[config.mk]
export PLATFORM = sky130hd
export DESIGN_NAME = chained_xor_packet_codec_unit
export DESIGN_NICKNAME = d
export VERILOG_FILES = /design/src/cxpc_pkg.sv /design/src/cxpc_datapath.sv /design/src/chained_xor_packet_codec_unit.sv
export VERILOG_INCLUDE_DIRS = /design/src /design/src/src
export SDC_FILE = /design/constraint.sdc
export NUM_CORES = 1
export LEC_CHECK = 0
export BUFFER_PORTS_ARGS = -buffer_cell sky130_fd_sc_hd__buf_2
export CORE_ASPECT_RATIO = 0.6
export CORE_MARGIN = 2
export CORE_UTILIZATION = 50
export DETAILED_ROUTE_END_ITERATION = 7
export PLACE_DENSITY = 0.82
export REMOVE_ABC_BUFFERS = 1
export SLEW_MARGIN = 15
export SYNTH_ARGS = -nofsm -noshare
export SYNTH_HDL_FRONTEND = slang
export SYNTH_SLANG_ARGS = --single-unit
[constraint.sdc]
create_clock -name aclk -period 4.15 [get_ports aclk]
set_input_delay 1.245 -clock aclk [delete_from_list [all_inputs] [get_ports aclk]]
set_output_delay 1.245 -clock aclk [all_outputs]
set_load 0.1 [all_outputs]
[src/chained_xor_packet_codec_unit_assert.svh]
// Assertion macros used by the packet codec top level.
`ifndef CHAINED_XOR_PACKET_CODEC_UNIT_ASSERT_SVH
`define CHAINED_XOR_PACKET_CODEC_UNIT_ASSERT_SVH

// Implication in the same cycle, disabled while reset is held.
`define CXPC_ASSERT_SAME(lbl, clk, rstn, ante, cons) \
    lbl: assert property (@(posedge clk) disable iff (!(rstn)) (ante) |-> (cons)) \
        else $error("codec assertion failed");

// Implication checked in the next cycle, disabled while reset is held.
`define CXPC_ASSERT_NEXT(lbl, clk, rstn, ante, cons) \
    lbl: assert property (@(posedge clk) disable iff (!(rstn)) (ante) |=> (cons)) \
        else $error("codec assertion failed");

`endif

[src/cxpc_pkg.sv]
// Package of shared types for the chained XOR packet codec.
package cxpc_pkg;

    localparam int unsigned ByteW = 8;

    typedef struct packed {
        logic             func;
        logic             first_byte;
        logic             last_byte;
        logic [ByteW-1:0] packet_rand_key;
        logic [ByteW-1:0] data_byte;
    } item_t;

    typedef struct packed {
        logic [ByteW-1:0] out_byte;
        logic             out_last;
        logic             checksum_ok;
    } result_t;

endpackage

[src/cxpc_datapath.sv]
// Chain state and the combinational encode and decode transform of one byte.
module cxpc_datapath
    import cxpc_pkg::*;
(
    input  logic             aclk,
    input  logic             aresetn,
    input  logic [ByteW-1:0] fixed_key,
    input  item_t            item,
    input  logic             commit,
    output result_t          result
);

    logic [ByteW-1:0] prev_plain_reg, prev_plain_next;
    logic [ByteW-1:0] prev_cipher_reg, prev_cipher_next;
    logic [ByteW-1:0] position_reg, position_next;
    logic [ByteW-1:0] payload_sum_reg, payload_sum_next;
    logic [ByteW-1:0] expected_sum_reg, expected_sum_next;

    logic [ByteW-1:0] base_plain, base_cipher, base_position;
    logic [ByteW-1:0] inner_pad, outer_pad, mid, cipher, plain_out;

    always_comb begin
        base_plain    = item.first_byte ? '0 : prev_plain_reg;
        base_cipher   = item.first_byte ? '0 : prev_cipher_reg;
        base_position = item.first_byte ? '0 : position_reg;

        inner_pad = base_plain + item.packet_rand_key + base_position + ByteW'(1);
        outer_pad = base_cipher + fixed_key + base_position + ByteW'(1);

        if (item.func) begin
            cipher    = item.data_byte;
            mid       = item.data_byte ^ outer_pad;
            plain_out = mid ^ inner_pad;
        end else begin
            mid       = item.data_byte ^ inner_pad;
            cipher    = mid ^ outer_pad;
            plain_out = cipher;
        end

        payload_sum_next  = payload_sum_reg;
        expected_sum_next = expected_sum_reg;
        if (item.func) begin
            if (item.first_byte) begin
                payload_sum_next  = '0;
                expected_sum_next = plain_out;
            end else begin
                payload_sum_next = payload_sum_reg + plain_out;
            end
        end

        prev_plain_next  = mid;
        prev_cipher_next = cipher;
        position_next    = base_position + ByteW'(1);

        result.out_byte    = plain_out;
        result.out_last    = item.last_byte;
        result.checksum_ok = item.func && item.last_byte
                             && (payload_sum_next == expected_sum_next);
    end

    always_ff @(posedge aclk) begin
        if (!aresetn) begin
            prev_plain_reg   <= '0;
            prev_cipher_reg  <= '0;
            position_reg     <= '0;
            payload_sum_reg  <= '0;
            expected_sum_reg <= '0;
        end else if (commit) begin
            prev_plain_reg   <= prev_plain_next;
            prev_cipher_reg  <= prev_cipher_next;
            position_reg     <= position_next;
            payload_sum_reg  <= payload_sum_next;
            expected_sum_reg <= expected_sum_next;
        end
    end

endmodule

[src/chained_xor_packet_codec_unit.sv]
// Top level of the chained XOR packet codec with stream ports.
// An accepted input transaction waits in the input register; its result is offered from
// the result register. Throughput: one byte per cycle unless m_tready stalls the output;
// the chain state updates as each byte moves from the input into the result register.
// Reset (aresetn low at a clock edge) empties both registers, sets the chains,
// position, sums and the fixed key to zero.
`include "chained_xor_packet_codec_unit_assert.svh"

module chained_xor_packet_codec_unit
    import cxpc_pkg::*;
(
    input  logic             aclk,
    input  logic             aresetn,
    input  logic             s_tvalid,
    output logic             s_tready,
    input  logic [15:0]      s_tdata,   // packet_rand_key [7:0], data_byte [15:8]
    input  logic             s_tlast,
    input  logic [1:0]       s_tuser,   // func [0], first_byte [1]
    output logic             m_tvalid,
    input  logic             m_tready,
    output logic [7:0]       m_tdata,   // out_byte [7:0]
    output logic             m_tlast,
    output logic [0:0]       m_tuser,   // checksum_ok [0]
    input  logic             cfg_valid,
    output logic             cfg_ready,
    input  logic [ByteW-1:0] cfg_data
);

    logic             in_valid_reg;
    item_t            in_item_reg;
    logic             out_valid_reg;
    result_t          out_result_reg;
    logic [ByteW-1:0] fixed_key_reg;

    logic    out_ready;
    logic    advance;
    result_t result;

    assign out_ready = !out_valid_reg || m_tready;
    assign advance   = in_valid_reg && out_ready;
    assign s_tready  = !in_valid_reg || out_ready;
    assign cfg_ready = 1'b1;

    cxpc_datapath u_datapath (
        .aclk      (aclk),
        .aresetn   (aresetn),
        .fixed_key (fixed_key_reg),
        .item      (in_item_reg),
        .commit    (advance),
        .result    (result)
    );

    always_ff @(posedge aclk) begin
        if (!aresetn) begin
            in_valid_reg  <= 1'b0;
            out_valid_reg <= 1'b0;
            fixed_key_reg <= '0;
        end else begin
            if (cfg_valid) begin
                fixed_key_reg <= cfg_data;
            end
            if (s_tready) begin
                in_valid_reg <= s_tvalid;
            end
            if (out_ready) begin
                out_valid_reg <= in_valid_reg;
            end
        end
    end

    always_ff @(posedge aclk) begin
        if (s_tvalid && s_tready) begin
            in_item_reg.func            <= s_tuser[0];
            in_item_reg.first_byte      <= s_tuser[1];
            in_item_reg.last_byte       <= s_tlast;
            in_item_reg.packet_rand_key <= s_tdata[7:0];
            in_item_reg.data_byte       <= s_tdata[15:8];
        end
        if (advance) begin
            out_result_reg <= result;
        end
    end

    assign m_tvalid   = out_valid_reg;
    assign m_tdata    = out_result_reg.out_byte;
    assign m_tlast    = out_result_reg.out_last;
    assign m_tuser[0] = out_result_reg.checksum_ok;

    `CXPC_ASSERT_NEXT(a_accept_fills_input, aclk, aresetn, s_tvalid && s_tready, in_valid_reg)
    `CXPC_ASSERT_NEXT(a_stalled_item_kept, aclk, aresetn, in_valid_reg && !out_ready,
                      in_valid_reg && out_valid_reg)
    `CXPC_ASSERT_NEXT(a_advance_offers_result, aclk, aresetn, advance, m_tvalid)
    `CXPC_ASSERT_SAME(a_ok_only_on_last, aclk, aresetn, m_tvalid && m_tuser[0], m_tlast)

endmodule

Yosys cells after proc, flatten, opt, wreduce, memory -nomap -nowiden
Cells that the tools add are included.
- register bits: 79
- latch bits: 0
- RAM bits: 0
- memory bits (read-only): 0
- input port bits: 32
- word-level logic and storage cells: 47
- memories: 0
- $add $sub $neg: 8
- $mul: 0
- div/mod/pow operators: 0
- order comparisons: 0
- eq/ne operators: 1
- shifts and indexed selects: 0
- mux-type cells: 10
- bitwise gates (word level): 4
- reductions and logical operators: 8
- operators by type and width (operator ; number):
    2-to-1 mux 8 bit ; 10
    adder 8 bit ; 5
    bitwise XOR 8 bit ; 4
    adder 8 x 1 -> 8 bit (second input constant) ; 3
    == test 8 bit ; 1
    logical AND 1 bit ; 4
    logical NOT 1 bit ; 2
    logical OR 1 bit ; 2

Longest topological paths before layout
Gate-level depths: netlist of run 1.
- word-level depth: 12
- mapped depth: 21

By module
A second synthesis of run 1 with hierarchy kept.
- cells, all modules: 479
- area total of the unflattened synthesis: 4750.8 µm²
- modules (own cells, without submodules) (module ; times used ; cells an instance ; area an instance (µm²) ; seq. area each (µm²)):
    cxpc_datapath ; 1 ; 414 ; 3483.3 ; 800.8
    chained_xor_packet_codec_unit ; 1 ; 65 ; 1267.5 ; 1071.0

Least setup slack after synthesis of run 1
Ideal clock, no wire load.
- kind: reg-to-reg
- start: reg in_item_reg[17] in the netlist's numbering
- end: reg out_result_reg (netlist bit m_tuser), data pin
- library setup time: 265 ps
- arrival: 4171 ps
- setup slack: -286 ps
- stages on the path, launching flop included: 19
- path through: edfxtp_1 clkbuf_8 clkbuf_8 buf_1 nor2b_1 fa_1 ha_1 a21o_1 a31oi_1 xnor2_1 xnor3_1 ha_1 o21ai_0 a21oi_1 or4_1 nand3_1 xnor2_1 a2bb2oi_1 nor4_2
- RTL lines (what ; RTL line ; source):
    from (decl) ; chained_xor_packet_codec_unit.sv:30 ; item_t in_item_reg;
    to (signal assigned) ; chained_xor_packet_codec_unit.sv:80 ; out_result_reg <= result;
    to (decl) ; chained_xor_packet_codec_unit.sv:32 ; result_t out_result_reg;

==> results of run 1 <==
[synth_stat cells (2+ instances only)]
library cell / number / share of area
nor3b_1: 2 / 0.0031
buf_1: 3 / 0.0023
a21oi_1: 41 / 0.043
nand2b_1: 11 / 0.014
inv_2: 2 / 0.0016
o21a_1: 2 / 0.0031
nor2b_1: 20 / 0.026
inv_1: 25 / 0.020
mux2i_1: 17 / 0.035
nand3_1: 9 / 0.0094
a21o_1: 7 / 0.011
edfxtp_1: 29 / 0.18
clkbuf_8: 3 / 0.0086
nand4_1: 4 / 0.0052
nand2_1: 35 / 0.027
a211oi_1: 10 / 0.016
xnor2_1: 41 / 0.075
xnor3_1: 2 / 0.0094
a2bb2oi_1: 2 / 0.0037
fa_1: 11 / 0.046
a22oi_1: 2 / 0.0031
dfxtp_1: 50 / 0.21
or3_1: 2 / 0.0026
and3_1: 2 / 0.0026
o211ai_1: 3 / 0.0047
nor3_1: 3 / 0.0031
ha_1: 27 / 0.070
o21ai_0: 23 / 0.024
nor2_1: 58 / 0.045
and2_1: 3 / 0.0039
clkbuf_1: 13 / 0.010
nand4b_1: 3 / 0.0055
or4_1: 2 / 0.0031
xor2_1: 11 / 0.020
[final timing paths]
| check | to | slack [ns] |
|---|---|---|
| worst max-delay path | m_tuser$_DFFE_PP_ | -0.15 |
| worst min-delay path | u_datapath.prev_plain_reg[6]$_SDFFE_PN0P_ | 0.45 |
| worst max register to register | m_tuser$_DFFE_PP_ | -0.15 |
| worst min register to register | u_datapath.prev_plain_reg[6]$_SDFFE_PN0P_ | 0.45 |
[power breakdown]
group	switching [mW]	total, mW	leakage (nW)	internal, mW
Sequential	0.0354	0.900	0.689	0.865
Clock	0.314	0.733	0.132	0.418
Combinational	0.527	1.03	1.88	0.500
Total	0.877	2.66	2.70	1.78
[area by class of cell]
cell class,count,area (um^2)
multi-input cells,376,3144
fillers,692,2894
flip-flops and latches,79,1872
repair buffers,121,813.3
clock buffers,12,246.5
well taps,130,162.7
inverters,27,101.3
clock inverters,4,22.52
[critical path, stage by stage (launching register included)]
cell and delay (ns):
edfxtp_1 0.41, buf_6 0.15, buf_6 0.13, nand2b_4 0.15, ha_4 0.26, inv_2 0.04
ha_4 0.15, fa_2 0.37, xor2_2 0.20, xnor2_1 0.23, xnor2_1 0.19, inv_1 0.13
ha_4 0.26, nor2b_4 0.13, o21ai_4 0.18, a21oi_2 0.08, or4_1 0.54, nand3_2 0.11
xnor2_2 0.13, a2bb2oi_2 0.07, nor4_2 0.23
[layer usage]
metal  vias to the layer above  share of wire  wire length, um  global-route usage
met5                         -              0                0                   0
met4                         0          0.019              250             0.08085
met3                        25          0.073              963             0.06166
met2                       170           0.48             6413              0.4330
met1                      2024           0.42             5629              0.3253
li1                       1955              -                -                   -
[what timing repair did]
| action | in CTS | in global routing |
|---|---|---|
| setup endpoints to repair | 3 | 3 |
| resized for setup | 39 | 44 |
| pin swaps | 25 | 32 |
| cloned | 1 | 0 |
| setup buffers | 26 | 8 |
[cell families (layout without fill, tap and decap cells)]
family / count (synthesis) / after routing / share of synthesized area
AND/OR/NAND/NOR: 161 / 161 / 0.1650
AO/OA/AOI/OAI: 103 / 103 / 0.1344
flip-flops: 79 / 79 / 0.3905
XOR/XNOR: 56 / 56 / 0.1112
buffers and inverters: 48 / 164 / 0.04620
adder cells (fa/ha/maj): 38 / 38 / 0.1164
multiplexers: 17 / 17 / 0.03550
other: 1 / 1 / 0.0007823
[through the flow]
| stage | hold slack (ns) | instances |
|---|---|---|
| after floorplan | 0.4273 | 482 |
| after global placement | 0.4380 | 698 |
| after detailed placement | 0.4451 | 698 |
| after CTS | 0.4530 | 741 |
| after global routing | 0.4762 | 749 |
| final | 0.4509 | 749 |
==> impl_metrics.env, run 1 <==
export IMPL_worstSetupStartpointType="flip-flop"
export IMPL_pin_count=45
export IMPL_largest_register_ffs=19
export IMPL_ys_ff_latch=79
export IMPL_viasPerCell=5.573
export IMPL_ir_worst_vdd_v=0.0002396
export IMPL_grt_overflow=0
export IMPL_power_density_nw_per_um2=418.1
export IMPL_clock_sinks=79
export IMPL_drt_total_wl_um=13260
export IMPL_hp_class="reg -> reg"
export IMPL_fmax_mhz=232.3
export IMPL_core_area_um2=9256
export IMPL_synth_seq_area_share=0.3905
export IMPL_crit_required_ns=4.32
export IMPL_placed_area_um2=5374
export IMPL_num_rows=27
export IMPL_avgSynthCellArea_um2=9.530
export IMPL_timing_rr_start="in_item_reg[17]$_DFFE_PP_"
export IMPL_setup_violations=1
export IMPL_clk_latency_ns=0.35
export IMPL_h_tree_depth=3
export IMPL_areaGrowthSynthToFinish_pct=32.73
export IMPL_setup_worst_path_end_class="flip-flop"
export IMPL_grt_pass1_wl_um=20040
export IMPL_final_common_cell="buf_4"
export IMPL_power_total_mw=2.660
export IMPL_worstHoldStart="u_datapath.prev_plain_reg[6]$_SDFFE_PN0P_"
export IMPL_drive_gt1_frac=0.3393
export IMPL_finalSetupTns_ns=-0.1542
export IMPL_min_period_ns=4.304
export IMPL_final_util=0.6873
export IMPL_ys_warn_count=0
export IMPL_fin_area_um2=6362
export IMPL_holdBufCountCts=0
export IMPL_drtAntennaViolNets=0
export IMPL_grt_pass1_vias=4146
export IMPL_cts_made_buffers=9
export IMPL_antenna_found_initial=0
export IMPL_cap_violations=0
export IMPL_cts_tree="yes"
export IMPL_gp_congestion=0.8648
export IMPL_grt_max_degree=31
export IMPL_outcome="finished with violations"
export IMPL_worst_slack_ns=-0.1542
export IMPL_vias=4174
export IMPL_syn_inst=503
export IMPL_antenna_cells=0
export IMPL_period_share=1.037
export IMPL_clk_pin_slew_ns=0.06
export IMPL_arrival_ns=4.47
export IMPL_start_util=0.5178
export IMPL_synthFlopType="dfxtp_1"
export IMPL_crit_type="reg -> reg"
export IMPL_io_buffers=43
export IMPL_skew_ns=0.006077
export IMPL_slew_violations=0
export IMPL_synth_edf_count=29
export IMPL_gr_usage_all_layers=0.2560
export IMPL_crit_start="in_item_reg[17]$_DFFE_PP_"
export IMPL_hold_violations=0
export IMPL_dpl_hpwl_um=8808
export IMPL_grt_setup_unrepaired="true"
export IMPL_nNetsFinal=684
export IMPL_violations="negative setup slack"
export IMPL_initialDrtViolationCount=343
export IMPL_worst_path_max_fanout=7
export IMPL_first_pass_iters=6
export IMPL_rr_worst_depth=20
export IMPL_netlist_cell_type_count=59
export IMPL_mostFrequentLayoutCells="buf_4, nor2_1, dfxtp_1"
export IMPL_maxSlewHeadroom=0.2705
export IMPL_die_x_um=130.4
export IMPL_min_path_cells=2
export IMPL_dieArea_um2=10410
export IMPL_cts_root_buf="clkbuf_16"
export IMPL_pre_cts_slack_ns=-0.4125
export IMPL_die_y_um=79.84
export IMPL_drc=0
export IMPL_tightest_slew_ns=1.094
export IMPL_routedWlPerCell_um=17.70
export IMPL_synth_area_um2=4793
export IMPL_p_leak_nw=2.702
export IMPL_synth_async_reset_ratio=0
export IMPL_clockBufferDepth=2
(Power assumes the default switching activity.)
==> run 2: changes to the inputs <==
==> constraint.sdc (replaced) <==
create_clock -name aclk -period 4.15 [get_ports aclk]
set_input_delay 0.83 -clock aclk [delete_from_list [all_inputs] [get_ports aclk]]
set_output_delay 0.83 -clock aclk [all_outputs]
set_load 0.1 [all_outputs]
==> impl_metrics.env, run 2 (same netlist as run 1, synthesis figures left out) <==
export IMPL_tightest_slew_ns=1.064
export IMPL_violations="negative setup slack"
export IMPL_antenna_found_initial=0
export IMPL_cts_tree="yes"
export IMPL_first_pass_iters=5
export IMPL_placed_area_um2=5366
export IMPL_die_y_um=79.84
export IMPL_initialDrtViolationCount=329
export IMPL_placed_cells=697
export IMPL_ir_worst_vdd_v=0.0002879
export IMPL_grt_pass1_wl_um=19800
export IMPL_power_density_nw_per_um2=418.4
export IMPL_hold_violations=0
export IMPL_areaGrowthSynthToFinish_pct=34.35
export IMPL_setup_worst_path_end_class="flip-flop"
export IMPL_antenna_cells=0
export IMPL_drc=0
export IMPL_largest_register_ffs=19
export IMPL_worst_slack_ns=-0.1121
export IMPL_gr_usage_all_layers=0.2495
export IMPL_nNetsFinal=674
export IMPL_fin_area_um2=6440
export IMPL_arrival_ns=4.43
export IMPL_pin_count=45
export IMPL_hp_class="reg -> reg"
export IMPL_min_period_ns=4.262
export IMPL_final_common_cell="buf_4"
export IMPL_clk_pin_slew_ns=0.06
export IMPL_hold_slack_ns=0.4601
export IMPL_grt_max_degree=50
export IMPL_start_util=0.5178
export IMPL_worstSetupStartpointType="flip-flop"
export IMPL_vias=4223
export IMPL_holdBufCountCts=0
export IMPL_drt_total_wl_um=13500
export IMPL_dpl_hpwl_um=8427
export IMPL_io_buffers=43
export IMPL_outcome="finished with violations"
export IMPL_gp_congestion=0.9025
export IMPL_period_share=1.027
export IMPL_maxSlewHeadroom=0.2908
export IMPL_core_area_um2=9256
export IMPL_cts_root_buf="clkbuf_16"
export IMPL_grt_setup_unrepaired="true"
export IMPL_p_leak_nw=2.702
export IMPL_worst_path_max_fanout=4
export IMPL_slew_violations=0
export IMPL_clock_sinks=79
export IMPL_drive_gt1_frac=0.3372
export IMPL_drtAntennaViolNets=0
export IMPL_skew_ns=0.008338
export IMPL_crit_type="reg -> reg"
export IMPL_cts_made_buffers=9
export IMPL_h_tree_depth=3
export IMPL_routedWlPerCell_um=18.29
export IMPL_fillers=661
export IMPL_setup_violations=1
export IMPL_viasPerCell=5.722
export IMPL_pre_cts_slack_ns=-0.3065
export IMPL_grt_overflow=0
export IMPL_num_rows=27
export IMPL_fmax_mhz=234.6
export IMPL_layout_cells_non_filler=738
export IMPL_crit_required_ns=4.32
export IMPL_mostFrequentLayoutCells="buf_4, nor2_1, dfxtp_1"
export IMPL_power_total_mw=2.695
export IMPL_die_x_um=130.4
export IMPL_clk_latency_ns=0.35
export IMPL_clockBufferDepth=2
export IMPL_grt_pass1_vias=4108
export IMPL_cap_violations=0
export IMPL_dieArea_um2=10410
==> run 2: worst max-delay path, stage by stage (launching register included) <==
cell and delay, ns:
edfxtp_1 0.45, buf_6 0.16, nand2b_4 0.14, xnor2_1 0.13
ha_1 0.33, fa_2 0.60, xor2_1 0.17, xnor2_1 0.13
buf_4 0.17, fa_2 0.41, nor2b_1 0.15, o21ai_2 0.09
buf_4 0.13, nand2_1 0.07, xnor2_1 0.13, o22ai_2 0.13
xor2_1 0.21, nand4_1 0.21, nor4_2 0.25
==> run 2: power breakdown <==
part,total [mW],internal [mW],leakage [nW],switching (mW)
Clock,0.827,0.516,0.148,0.311
Sequential,0.905,0.865,0.689,0.0401
Combinational,0.963,0.443,1.87,0.519
==> run 2: repair_timing <==
item / CTS / global route
buffers inserted: 16 / 10
gates cloned: 0 / 1
pin swaps: 42 / 20
gates resized for setup: 60 / 43
endpoints found under the setup margin: 2 / 3
==> run 2: worst paths after layout <==
kind | startpoint | end | slack [ns] | cells after the start
max | in_item_reg[17]$_DFFE_PP_ | m_tuser$_DFFE_PP_ | -0.11 | 18
min | u_datapath.prev_plain_reg[6]$_SDFFE_PN0P_ | u_datapath.prev_plain_reg[6]$_SDFFE_PN0P_ | 0.46 | 2
max reg2reg | in_item_reg[17]$_DFFE_PP_ | m_tuser$_DFFE_PP_ | -0.11 | 18
min reg2reg | u_datapath.prev_plain_reg[6]$_SDFFE_PN0P_ | u_datapath.prev_plain_reg[6]$_SDFFE_PN0P_ | 0.46 | 2
==> run 2: layer usage <==
layer / GRT usage / vias to the layer above / share of wire / wire (um)
met5: 0 / - / 0 / 0
li1: - / 1937 / - / -
met4: 0.07979 / 0 / 0.018 / 239
met2: 0.4105 / 184 / 0.48 / 6462
met3: 0.06233 / 33 / 0.061 / 828
met1: 0.3245 / 2069 / 0.44 / 5970
==> run 2: cell type report <==
class                           instances  area (um^2)  share of cell area
Tap cell                              130        162.7             0.02526
Multi-Input combinational cell        376         3214              0.4991
Sequential cell                        79         1872              0.2907
Clock buffer                            9        225.2             0.03497
Timing Repair Buffer                  111        785.8              0.1220
Clock inverter                          6        76.32             0.01185
Inverter                               27        103.9             0.01613
==> run 2: per-stage QoR <==
step	setup TNS (ns)	util
floorplan	-0.5416	-
global placement	-0.1488	0.5798
detailed placement	-0.4203	0.5798
CTS	0	0.6582
global route	-0.4022	0.6957
finish	-0.1121	0.6957
